## src/qct_pkg.sv

```systemverilog
// ----------------------------------------------------------------------------
// qct_pkg
// Types, codes and the default class table of the quoted comment tokenizer.
// ----------------------------------------------------------------------------
package qct_pkg;

    // Byte classes. All eight codes can be stored; code seven has no name
    // and falls through to the catch-all rows of the scanner.
    typedef logic [2:0] t_class;
    localparam t_class CLS_IGNORE  = 3'd0;
    localparam t_class CLS_SPACE   = 3'd1;
    localparam t_class CLS_LETTER  = 3'd2;
    localparam t_class CLS_COMMENT = 3'd3;
    localparam t_class CLS_QUOTE   = 3'd4;
    localparam t_class CLS_NEWLINE = 3'd5;
    localparam t_class CLS_END     = 3'd6;

    typedef enum logic [1:0] {
        CMD_DATA    = 2'd0,
        CMD_END     = 2'd1,
        CMD_SET     = 2'd2,
        CMD_RESTART = 2'd3
    } t_cmd;

    typedef enum logic [1:0] {
        KIND_BYTE     = 2'd0,
        KIND_TOKEN    = 2'd1,
        KIND_NO_MORE  = 2'd2,
        KIND_TOO_LONG = 2'd3
    } t_kind;

    typedef enum logic [4:0] {
        ST_SPACE    = 5'b00001,
        ST_WORD     = 5'b00010,
        ST_COMMENT  = 5'b00100,
        ST_QUOTE    = 5'b01000,
        ST_FINISHED = 5'b10000
    } t_state;

    localparam logic [7:0] CH_TAB    = 8'h09;
    localparam logic [7:0] CH_LF     = 8'h0A;
    localparam logic [7:0] CH_VT     = 8'h0B;
    localparam logic [7:0] CH_FF     = 8'h0C;
    localparam logic [7:0] CH_CR     = 8'h0D;
    localparam logic [7:0] CH_SPACE  = 8'h20;
    localparam logic [7:0] CH_DQUOTE = 8'h22;
    localparam logic [7:0] CH_HASH   = 8'h23;
    localparam logic [7:0] CH_SQUOTE = 8'h27;

    localparam logic [8:0]  FIELD_NONE = 9'h1FF;
    localparam logic [15:0] COUNT_MAX  = 16'hFFFF;

    typedef struct packed {
        t_kind       kind;
        logic [7:0]  data_byte;
        logic [7:0]  field_index;
        logic [15:0] record_number;
        logic [15:0] line_number;
        logic        last;
    } t_result;

    // Up to two results leave the scanner for one item.
    typedef struct packed {
        logic    v0;
        logic    v1;
        t_result r0;
        t_result r1;
    } t_push;

    function automatic t_class default_class(logic [7:0] b);
        t_class c;
        c = CLS_LETTER;
        if (b inside {CH_TAB, CH_VT, CH_FF, CH_CR, CH_SPACE}) begin
            c = CLS_SPACE;
        end else if (b == CH_LF) begin
            c = CLS_NEWLINE;
        end else if (b == CH_HASH) begin
            c = CLS_COMMENT;
        end else if (b inside {CH_DQUOTE, CH_SQUOTE}) begin
            c = CLS_QUOTE;
        end
        return c;
    endfunction

endpackage

```

## src/qct_intf.sv

```systemverilog
// ----------------------------------------------------------------------------
// qct channel interfaces
// Valid/ready channels for input items, result items and configuration.
// ----------------------------------------------------------------------------
interface qct_in_if;
    logic       valid;
    logic       ready;
    logic [1:0] command;
    logic [7:0] char_byte;
    logic [2:0] class_code;

    modport source (output valid, command, char_byte, class_code, input ready);
    modport sink   (input valid, command, char_byte, class_code, output ready);
endinterface

interface qct_out_if;
    logic        valid;
    logic        ready;
    logic [1:0]  kind;
    logic [7:0]  data_byte;
    logic [7:0]  field_index;
    logic [15:0] record_number;
    logic [15:0] line_number;
    logic        last;

    modport source (output valid, kind, data_byte, field_index, record_number,
                    line_number, last, input ready);
    modport sink   (input valid, kind, data_byte, field_index, record_number,
                    line_number, last, output ready);
endinterface

interface qct_cfg_if;
    logic       valid;
    logic       ready;
    logic [7:0] data;

    modport source (output valid, data, input ready);
    modport sink   (input valid, data, output ready);
endinterface

```

## src/qct_class_table.sv

```systemverilog
// ----------------------------------------------------------------------------
// qct_class_table
// 256-entry byte class memory with registered read.
// ----------------------------------------------------------------------------
module qct_class_table (
    input  logic            i_clk,
    input  logic            i_rst_n,
    input  logic            i_rd_en,
    input  logic            i_wr_en,
    input  logic [7:0]      i_addr,
    input  qct_pkg::t_class i_wr_class,
    output qct_pkg::t_class o_class
);
    import qct_pkg::*;

    t_class     r_mem [256];
    logic [255:0] r_valid;
    t_class     r_rd_data;
    logic       r_rd_valid;
    logic [7:0] r_rd_addr;

    // An entry never written since reset reads as its default class.
    always_ff @(posedge i_clk) begin
        if (!i_rst_n) begin
            r_valid <= '0;
        end else if (i_wr_en) begin
            r_valid[i_addr] <= 1'b1;
        end
    end

    always_ff @(posedge i_clk) begin
        if (i_wr_en) begin
            r_mem[i_addr] <= i_wr_class;
        end
        if (i_rd_en) begin
            r_rd_data  <= r_mem[i_addr];
            r_rd_valid <= r_valid[i_addr];
            r_rd_addr  <= i_addr;
        end
    end

    assign o_class = r_rd_valid ? r_rd_data : default_class(r_rd_addr);

endmodule

```

## src/qct_scanner.sv

```systemverilog
// ----------------------------------------------------------------------------
// qct_scanner
// Scan state machine and counters; turns one classified item into results.
// ----------------------------------------------------------------------------
module qct_scanner #(
    parameter int MAX_TOKEN_LEN = 256
) (
    input  logic            i_clk,
    input  logic            i_rst_n,
    input  logic            i_load,
    input  logic [1:0]      i_command,
    input  logic [7:0]      i_char_byte,
    input  qct_pkg::t_class i_class,
    input  logic [7:0]      i_rec_fields,
    input  logic            i_room,
    output logic            o_ready,
    output qct_pkg::t_push  o_push
);
    import qct_pkg::*;

    localparam int LenW = $clog2(MAX_TOKEN_LEN + 3);
    localparam logic [LenW-1:0] LenLimit = LenW'(MAX_TOKEN_LEN + 2);

    logic             r_s1_valid;
    t_cmd             r_cmd;
    logic [7:0]       r_byte;

    t_state           r_state,   n_state;
    logic [LenW-1:0]  r_len,     n_len;
    logic             r_pending, n_pending;
    logic [15:0]      r_line,    n_line;
    logic [8:0]       r_field,   n_field;
    logic [15:0]      r_record,  n_record;

    logic             fire;
    logic             run;
    logic             fin_only;
    logic             act_add;
    logic             act_end;
    logic             fin;
    t_class           cls;
    logic [LenW-1:0]  len_inc;
    logic [8:0]       field_inc;
    t_kind            act_kind;
    logic [7:0]       act_byte;

    assign fire    = r_s1_valid && i_room;
    assign o_ready = !r_s1_valid || fire;

    always_ff @(posedge i_clk) begin
        if (!i_rst_n) begin
            r_s1_valid <= 1'b0;
        end else if (i_load) begin
            r_s1_valid <= 1'b1;
        end else if (fire) begin
            r_s1_valid <= 1'b0;
        end
    end

    always_ff @(posedge i_clk) begin
        if (i_load) begin
            r_cmd  <= t_cmd'(i_command);
            r_byte <= i_char_byte;
        end
    end

    always_comb begin
        n_state   = r_state;
        n_len     = r_len;
        n_pending = r_pending;
        n_line    = r_line;
        n_field   = r_field;
        n_record  = r_record;
        run       = 1'b0;
        fin_only  = 1'b0;
        act_add   = 1'b0;
        act_end   = 1'b0;
        cls       = i_class;
        act_kind  = KIND_BYTE;
        act_byte  = 8'd0;
        len_inc   = r_len + 1'b1;
        field_inc = 9'd0;

        case (r_cmd)
            CMD_SET: begin
            end
            CMD_RESTART: begin
                n_state   = ST_SPACE;
                n_len     = '0;
                n_pending = 1'b0;
                n_line    = 16'd1;
                n_field   = FIELD_NONE;
                n_record  = 16'd1;
            end
            CMD_END: begin
                cls = CLS_END;
                if (r_state == ST_FINISHED) begin
                    fin_only = 1'b1;
                end else begin
                    run = 1'b1;
                end
            end
            default: begin
                run = (r_state != ST_FINISHED) && (i_class != CLS_IGNORE);
            end
        endcase

        if (run) begin
            if (r_pending && (r_line != COUNT_MAX)) begin
                n_line = r_line + 16'd1;
            end
            n_pending = (cls == CLS_NEWLINE);

            case (r_state)
                ST_SPACE: begin
                    case (cls)
                        CLS_LETTER: begin
                            act_add = 1'b1;
                            n_state = ST_WORD;
                        end
                        CLS_COMMENT: n_state = ST_COMMENT;
                        CLS_QUOTE:   n_state = ST_QUOTE;
                        CLS_END:     n_state = ST_FINISHED;
                        default:     n_state = ST_SPACE;
                    endcase
                end
                ST_WORD: begin
                    case (cls)
                        CLS_LETTER, CLS_QUOTE: act_add = 1'b1;
                        CLS_COMMENT: begin
                            act_end = 1'b1;
                            n_state = ST_COMMENT;
                        end
                        CLS_END: begin
                            act_end = 1'b1;
                            n_state = ST_FINISHED;
                        end
                        default: begin
                            act_end = 1'b1;
                            n_state = ST_SPACE;
                        end
                    endcase
                end
                ST_COMMENT: begin
                    if (cls == CLS_NEWLINE) begin
                        n_state = ST_SPACE;
                    end else if (cls == CLS_END) begin
                        n_state = ST_FINISHED;
                    end
                end
                ST_QUOTE: begin
                    if (cls == CLS_QUOTE) begin
                        act_end = 1'b1;
                        n_state = ST_SPACE;
                    end else if (cls == CLS_END) begin
                        act_end = 1'b1;
                        n_state = ST_FINISHED;
                    end else begin
                        act_add = 1'b1;
                    end
                end
                default: begin
                end
            endcase
        end

        // Emitted bytes and token ends both count against the length limit.
        if (act_add || act_end) begin
            if (len_inc >= LenLimit) begin
                n_len    = '0;
                act_kind = KIND_TOO_LONG;
            end else if (act_add) begin
                n_len    = len_inc;
                act_kind = KIND_BYTE;
                act_byte = r_byte;
            end else begin
                n_len     = '0;
                act_kind  = KIND_TOKEN;
                field_inc = (r_field == FIELD_NONE) ? 9'd0 : r_field + 9'd1;
                if (field_inc >= {1'b0, i_rec_fields}) begin
                    n_field = 9'd0;
                    if (r_record != COUNT_MAX) begin
                        n_record = r_record + 16'd1;
                    end
                end else begin
                    n_field = field_inc;
                end
            end
        end
    end

    assign fin = fin_only || (run && (n_state == ST_FINISHED));

    always_comb begin
        o_push = '0;
        o_push.r0.field_index   = n_field[7:0];
        o_push.r0.record_number = n_record;
        o_push.r0.line_number   = n_line;
        o_push.r1.field_index   = n_field[7:0];
        o_push.r1.record_number = n_record;
        o_push.r1.line_number   = n_line;
        o_push.r1.kind          = KIND_NO_MORE;
        o_push.r1.last          = 1'b1;
        if (act_add || act_end) begin
            o_push.v0           = fire;
            o_push.v1           = fire && fin;
            o_push.r0.kind      = act_kind;
            o_push.r0.data_byte = act_byte;
            o_push.r0.last      = !fin;
        end else begin
            o_push.v0      = fire && fin;
            o_push.r0.kind = KIND_NO_MORE;
            o_push.r0.last = 1'b1;
        end
    end

    always_ff @(posedge i_clk) begin
        if (!i_rst_n) begin
            r_state   <= ST_SPACE;
            r_len     <= '0;
            r_pending <= 1'b0;
            r_line    <= 16'd1;
            r_field   <= FIELD_NONE;
            r_record  <= 16'd1;
        end else if (fire) begin
            r_state   <= n_state;
            r_len     <= n_len;
            r_pending <= n_pending;
            r_line    <= n_line;
            r_field   <= n_field;
            r_record  <= n_record;
        end
    end

endmodule

```

## src/qct_out_queue.sv

```systemverilog
// ----------------------------------------------------------------------------
// qct_out_queue
// Four-entry result queue that takes up to two results a cycle.
// ----------------------------------------------------------------------------
module qct_out_queue (
    input  logic            i_clk,
    input  logic            i_rst_n,
    input  qct_pkg::t_push  i_push,
    output logic            o_room,
    qct_out_if.source       o_out
);
    import qct_pkg::*;

    localparam int Depth = 4;
    localparam int PtrW  = $clog2(Depth);

    t_result          r_q [Depth];
    logic [PtrW-1:0]  r_wptr;
    logic [PtrW-1:0]  r_rptr;
    logic [PtrW:0]    r_count;
    logic             pop;
    logic [PtrW:0]    push_n;
    t_result          head;

    assign pop    = o_out.valid && o_out.ready;
    assign push_n = (PtrW + 1)'(i_push.v0) + (PtrW + 1)'(i_push.v1);
    // Room for a worst-case item of two results.
    assign o_room = (r_count <= (PtrW + 1)'(Depth - 2));

    always_ff @(posedge i_clk) begin
        if (i_push.v0) begin
            r_q[r_wptr] <= i_push.r0;
        end
        if (i_push.v1) begin
            r_q[r_wptr + 1'b1] <= i_push.r1;
        end
    end

    always_ff @(posedge i_clk) begin
        if (!i_rst_n) begin
            r_wptr  <= '0;
            r_rptr  <= '0;
            r_count <= '0;
        end else begin
            r_wptr  <= r_wptr + push_n[PtrW-1:0];
            r_count <= r_count + push_n - (PtrW + 1)'(pop);
            if (pop) begin
                r_rptr <= r_rptr + 1'b1;
            end
        end
    end

    assign head                = r_q[r_rptr];
    assign o_out.valid         = (r_count != '0);
    assign o_out.kind          = head.kind;
    assign o_out.data_byte     = head.data_byte;
    assign o_out.field_index   = head.field_index;
    assign o_out.record_number = head.record_number;
    assign o_out.line_number   = head.line_number;
    assign o_out.last          = head.last;

endmodule

```

## src/quoted_comment_tokenizer.sv

```systemverilog
// ----------------------------------------------------------------------------
// An item is registered in the scan stage, and its first result in the result
// queue before it is offered; a queue without room holds the item in the scan stage.
// Throughput: one item per cycle while the sink takes one result per cycle;
// an item with two results needs a second transfer on the result port.
// Reset (synchronous, active low) restores the default class table at once via
// per-entry valid bits, empties the result queue and clears the field count.
// ----------------------------------------------------------------------------
// quoted_comment_tokenizer
// Table-driven byte tokenizer with comment and quote handling.
// ----------------------------------------------------------------------------
module quoted_comment_tokenizer #(
    parameter int MAX_TOKEN_LEN = 256
) (
    input  logic      i_clk,
    input  logic      i_rst_n,
    qct_in_if.sink    i_in,
    qct_out_if.source o_out,
    qct_cfg_if.sink   i_cfg
);
    import qct_pkg::*;

    logic       in_xfer;
    logic       scan_ready;
    logic       room;
    logic       set_cmd;
    t_class     cls;
    t_push      push;
    logic [7:0] r_rec_fields;

    // The configuration register is always writable; the user must write it only
    // while the block is idle, which the block does not enforce, so no item sees a change half way through.
    assign i_cfg.ready = 1'b1;

    always_ff @(posedge i_clk) begin
        if (!i_rst_n) begin
            r_rec_fields <= 8'd0;
        end else if (i_cfg.valid && i_cfg.ready) begin
            r_rec_fields <= i_cfg.data;
        end
    end

    // An input transfer both loads the scan stage and issues the class table
    // access. A set command writes the table on its own transfer edge, so a
    // data byte right behind it already reads the new class.
    assign i_in.ready = scan_ready;
    assign in_xfer    = i_in.valid && i_in.ready;
    assign set_cmd    = (t_cmd'(i_in.command) == CMD_SET);

    qct_class_table u_table (
        .i_clk      (i_clk),
        .i_rst_n    (i_rst_n),
        .i_rd_en    (in_xfer),
        .i_wr_en    (in_xfer && set_cmd),
        .i_addr     (i_in.char_byte),
        .i_wr_class (t_class'(i_in.class_code)),
        .o_class    (cls)
    );

    // The scan stage holds one item together with the table read data. It
    // retires the item only when the queue has space for two results, which
    // also holds the table read register still during a stall.
    qct_scanner #(
        .MAX_TOKEN_LEN (MAX_TOKEN_LEN)
    ) u_scanner (
        .i_clk         (i_clk),
        .i_rst_n       (i_rst_n),
        .i_load        (in_xfer),
        .i_command     (i_in.command),
        .i_char_byte   (i_in.char_byte),
        .i_class       (cls),
        .i_rec_fields  (r_rec_fields),
        .i_room        (room),
        .o_ready       (scan_ready),
        .o_push        (push)
    );

    // The result queue parts the scan stage from the sink so that input keeps
    // flowing while a finished result waits for its transfer.
    qct_out_queue u_queue (
        .i_clk   (i_clk),
        .i_rst_n (i_rst_n),
        .i_push  (push),
        .o_room  (room),
        .o_out   (o_out)
    );

endmodule
```

## src/flat_wrapper.sv

```systemverilog
// flat-port wrapper written by rule: the top's interface ports become plain ports
module quoted_comment_tokenizer_flat import qct_pkg::*;
#(
    parameter int MAX_TOKEN_LEN = 256
)
  (i_clk, i_rst_n, i_in_valid, i_in_command, i_in_char_byte, i_in_class_code, i_in_ready, o_out_valid, o_out_kind, o_out_data_byte, o_out_field_index, o_out_record_number, o_out_line_number, o_out_last, o_out_ready, i_cfg_valid, i_cfg_data, i_cfg_ready);
  qct_in_if i_in_i ();
  qct_out_if o_out_i ();
  qct_cfg_if i_cfg_i ();
  input  logic i_clk;
  input  logic i_rst_n;
  input wire logic [$bits(i_in_i.valid)-1:0] i_in_valid;
  input wire logic [$bits(i_in_i.command)-1:0] i_in_command;
  input wire logic [$bits(i_in_i.char_byte)-1:0] i_in_char_byte;
  input wire logic [$bits(i_in_i.class_code)-1:0] i_in_class_code;
  output wire logic [$bits(i_in_i.ready)-1:0] i_in_ready;
  output wire logic [$bits(o_out_i.valid)-1:0] o_out_valid;
  output wire logic [$bits(o_out_i.kind)-1:0] o_out_kind;
  output wire logic [$bits(o_out_i.data_byte)-1:0] o_out_data_byte;
  output wire logic [$bits(o_out_i.field_index)-1:0] o_out_field_index;
  output wire logic [$bits(o_out_i.record_number)-1:0] o_out_record_number;
  output wire logic [$bits(o_out_i.line_number)-1:0] o_out_line_number;
  output wire logic [$bits(o_out_i.last)-1:0] o_out_last;
  input wire logic [$bits(o_out_i.ready)-1:0] o_out_ready;
  input wire logic [$bits(i_cfg_i.valid)-1:0] i_cfg_valid;
  input wire logic [$bits(i_cfg_i.data)-1:0] i_cfg_data;
  output wire logic [$bits(i_cfg_i.ready)-1:0] i_cfg_ready;
  assign i_in_i.valid = i_in_valid;
  assign i_in_i.command = i_in_command;
  assign i_in_i.char_byte = i_in_char_byte;
  assign i_in_i.class_code = i_in_class_code;
  assign i_in_ready = i_in_i.ready;
  assign o_out_valid = o_out_i.valid;
  assign o_out_kind = o_out_i.kind;
  assign o_out_data_byte = o_out_i.data_byte;
  assign o_out_field_index = o_out_i.field_index;
  assign o_out_record_number = o_out_i.record_number;
  assign o_out_line_number = o_out_i.line_number;
  assign o_out_last = o_out_i.last;
  assign o_out_i.ready = o_out_ready;
  assign i_cfg_i.valid = i_cfg_valid;
  assign i_cfg_i.data = i_cfg_data;
  assign i_cfg_ready = i_cfg_i.ready;
  quoted_comment_tokenizer #(.MAX_TOKEN_LEN(MAX_TOKEN_LEN)) u_core (.i_clk(i_clk), .i_rst_n(i_rst_n), .i_in(i_in_i), .o_out(o_out_i), .i_cfg(i_cfg_i));
endmodule
```

## config.mk

```make
export PLATFORM = sky130hd
export DESIGN_NAME = quoted_comment_tokenizer_flat
export DESIGN_NICKNAME = d
export VERILOG_FILES = /design/src/qct_pkg.sv /design/src/qct_intf.sv /design/src/qct_class_table.sv /design/src/qct_scanner.sv /design/src/qct_out_queue.sv /design/src/quoted_comment_tokenizer.sv /design/src/flat_wrapper.sv
export SDC_FILE = /design/constraint.sdc
export NUM_CORES = 2
export LEC_CHECK = 0
export BUFFER_PORTS_ARGS = -buffer_cell sky130_fd_sc_hd__buf_2
export CAP_MARGIN = 0
export CORE_ASPECT_RATIO = 1.5
export CORE_MARGIN = 2
export CORE_UTILIZATION = 55
export DETAILED_ROUTE_END_ITERATION = 12
export PLACE_DENSITY = 0.72
export REMOVE_ABC_BUFFERS = 1
export SYNTH_ARGS = -nofsm -noshare
export SYNTH_HDL_FRONTEND = slang
export SYNTH_HIERARCHICAL = 1
export SYNTH_SLANG_ARGS = --single-unit
```

## constraint.sdc

```tcl
create_clock -name i_clk -period 17.6 [get_ports i_clk]
set_input_delay 0.88 -clock i_clk [delete_from_list [all_inputs] [get_ports i_clk]]
set_output_delay 0.88 -clock i_clk [all_outputs]
set_load 0.03 [all_outputs]
```

==> out/metrics.cfg <==
[place]
placed_area_sq_um=56900
io_buffers=78
place_inst=4689
place_hpwl_mm=77.7
gp_congestion=0.861

[clock_tree]
cts_sinks=1324
cts_tree=yes
cts_resized=0
root_buffer=clkbuf_16
postCtsHoldBufs=0
clkLatencyLatePin_ns=0.74
cts.htree.levels=3
cts.path.max_buffers=3
clkTransAtPathRegs_ns=0.06
numCtsBuffers=117
post_cts_buffers=0

[synthesis]
syn_inst=3543
synth_edf_count=994
synth-seq-area-share=0.652
synth_ff_type=edfxtp_1
ys_warn_count=6
synthArstFlopShare=0
synth.avg_cell_area_sq_um=15.8
synth.distinct_cells=90
synth-seq-cells=1324
synth_area_sq_um=55900

[critical_path]
cpPeakStageDelay_ns=0.76
path_buf_inv=2
cp-start-kind=register
cp.arrival_ns=5.86
path_delay_family=compound AO/OA/AOI/OAI gates
r2r-end=u_core/u_queue/r_q[2][34]$_DFFE_PP_
r2r-start=u_core/u_table/r_rd_addr[4]$_DFFE_PP_
crit_slowest_cell=o21ai_0
r2r_cells=16
required_ns=17.96
path_class=register to register
crit_fanout=52
cp_cell_sequence=nor3_1 > nand3b_1 > a211oi_1 > o21ai_0 > o21ai_0 > nand2b_1 > a211o_1 > o2bb2ai_4 > o221ai_4 > nand2_1 > nand2_1 > nor2_1 > nand3b_1 > buf_4 > o21ai_4 > buf_4
worstSetupEndpointType=register
ff2ff_setup_slack_ns=12.10

[final_layout]
final_common_cell=edfxtp_1
drive_gt1_frac=0.245
num-nets-final=3549
final_cells=4914
layout_common_cells=edfxtp_1 (994), dfxtp_1 (328), mux4_2 (305)
final_util=0.604
fin_area_sq_um=61000
area_growth_pct=9.17

[sta]
slew_viol_final=0
setup_viol=0
hold_slack_ns=0.424
fin_tns_setup_ns=0
period_needed_ns=5.50
hold_viol_final=0
period_share=0.312
skew_ns=0.0445
worst_pin_slew_ns=1.29
timing.fmax_mhz=182
rsz0062_at_grt=false
slew_headroom=0.138

[drt]
drc=0
avgRoutedWirePerCell_um=25.6
vias=30600
drt-total-wl_mm=126
via_per_inst=6.24
drtIter0Drc=2849
drtPass1Iterations=6
ant_nets=0

[pwr]
irDropWorstVdd_mv=0.0933
power.density_nw_per_um2=109
leakagePower_nw=19.7

[hold_path]
hold_depth=1
whs_endpoint=u_core/u_scanner/r_cmd[0]$_DFFE_PP_
hold_path_class=input port to register
hp-start=i_in_command[0]

[die]
die_h_um=394
chipWidth_um=264
die-area_sq_um=104000
start_util=0.553
rows=143
pin_count=80
core_sq_um=101000

[status]
status=complete, no violations

[flow_run]
max-cap-violations=0

[global_routing]
antenna_found_initial=0
globalRouteOverflowTotal=0
grt_pass1_vias=31200
grt_pass1_wl_mm=190
track_usage=0.242
grt_max_degree=111

state kept, by name, summed over array words and instances (netlist names), 9 cells and up, named ones only:
signal and cells:
u_core/u_queue/r_q 204, u_core/u_scanner/r_field 9, u_core/u_scanner/r_len 9, u_core/u_scanner/r_line 16
u_core/u_scanner/r_record 16, u_core/u_table/r_mem 768, u_core/u_table/r_valid 256
cell families (layout without fill, tap and decap cells):
group	after synthesis	in the layout	synth area share
other	3	13	0.000201
XOR/XNOR	20	20	0.00363
AND/OR/NAND/NOR	675	675	0.0575
multiplexers	528	528	0.168
AO/OA/AOI/OAI	640	640	0.0827
flip-flops	1324	1324	0.652
adder cells (fa/ha/maj)	20	20	0.00461
buffers and inverters	333	389	0.0312
cells in the mapped netlist, types with 12 or more instances:
cell type	instances	area (sq um)
a221o_1	19	190
inv_1	25	93.8
nor2b_1	23	144
nand2b_1	16	100
o41ai_1	12	105
ha_1	19	238
a21oi_1	107	536
and2_1	20	125
nor3_1	72	360
o21ai_0	39	195
nand4_1	17	106
and3_1	14	87.6
mux2i_1	17	170
mux2_2	200	2250
clkbuf_1	135	507
buf_1	24	90.1
o21a_1	258	1940
buf_6	24	270
nand3_1	39	195
mux4_2	305	6870
buf_2	60	300
edfxtp_1	994	29800
a22oi_1	129	968
buf_4	64	480
nand2_1	115	432
nor2_1	292	1100
dfxtp_1	330	6610
metrics by stage:
stage	total power [mW]	setup WS, ns
6_report	6.65	12.10
5_1_grt	6.86	11.58
4_1_cts	6.71	12.08
3_5_place_dp	4.04	12.11
3_3_place_gp	4.03	12.17
2_1_floorplan	3.81	9.78
worst max-delay path by stage:
stage / from / to / slack, ns / cells past startpoint
2_1_floorplan: u_core/u_table/r_rd_addr[4]$_DFFE_PP_ / u_core/u_queue/r_q[2][0]$_DFFE_PP_ / 9.78 / 14
3_3_place_gp: u_core/u_table/r_rd_addr[4]$_DFFE_PP_ / u_core/u_queue/r_q[2][35]$_DFFE_PP_ / 12.17 / 16
3_5_place_dp: u_core/u_table/r_rd_addr[4]$_DFFE_PP_ / u_core/u_queue/r_q[2][37]$_DFFE_PP_ / 12.11 / 16
4_1_cts: u_core/u_table/r_rd_addr[4]$_DFFE_PP_ / u_core/u_queue/r_q[2][25]$_DFFE_PP_ / 12.08 / 16
5_1_grt: u_core/u_table/r_rd_addr[4]$_DFFE_PP_ / u_core/u_queue/r_q[2][34]$_DFFE_PP_ / 11.58 / 16
6_report: u_core/u_table/r_rd_addr[4]$_DFFE_PP_ / u_core/u_queue/r_q[2][34]$_DFFE_PP_ / 12.10 / 16
power breakdown:
| group | total [mW] | internal [mW] | switching (mW) |
|---|---|---|---|
| clock network | 2.69 | 1.54 | 1.15 |
| registers | 3.40 | 3.37 | 0.0286 |
| logic | 0.558 | 0.204 | 0.354 |
| total | 6.65 | 5.12 | 1.53 |
metal layers:
metal | vias up | part of all wire | global-route usage | wire, um
met3 | 255 | 0.055 | 0.0276 | 6910
met2 | 1084 | 0.54 | 0.441 | 67500
met4 | 0 | 0.046 | 0.112 | 5750
met5 | - | 0 | 0 | 0
met1 | 15500 | 0.36 | 0.286 | 45800
li1 | 13800 | - | - | -
worst register-to-register path, cell delays in order, from the launching register on:
cell and delay [ns]:
edfxtp_1 0.36, nor3_1 0.27, nand3b_1 0.23, a211oi_1 0.27, o21ai_0 0.10, o21ai_0 0.76
nand2b_1 0.22, a211o_1 0.36, o2bb2ai_4 0.17, o221ai_4 0.21, nand2_1 0.19, nand2_1 0.14
nor2_1 0.34, nand3b_1 0.13, buf_4 0.37, o21ai_4 0.47, buf_4 0.52
cell type report:
cell class	instances	area [sq um]
inverters	26	97.6
well taps	1305	1630
multi-input cells	1895	17800
clock inverters	61	778
clock buffers	163	3340
fillers	7444	40100
flip-flops and latches	1324	36500
repair buffers	139	910
diodes	1	2.50
Power figures use the tool's default switching activity.
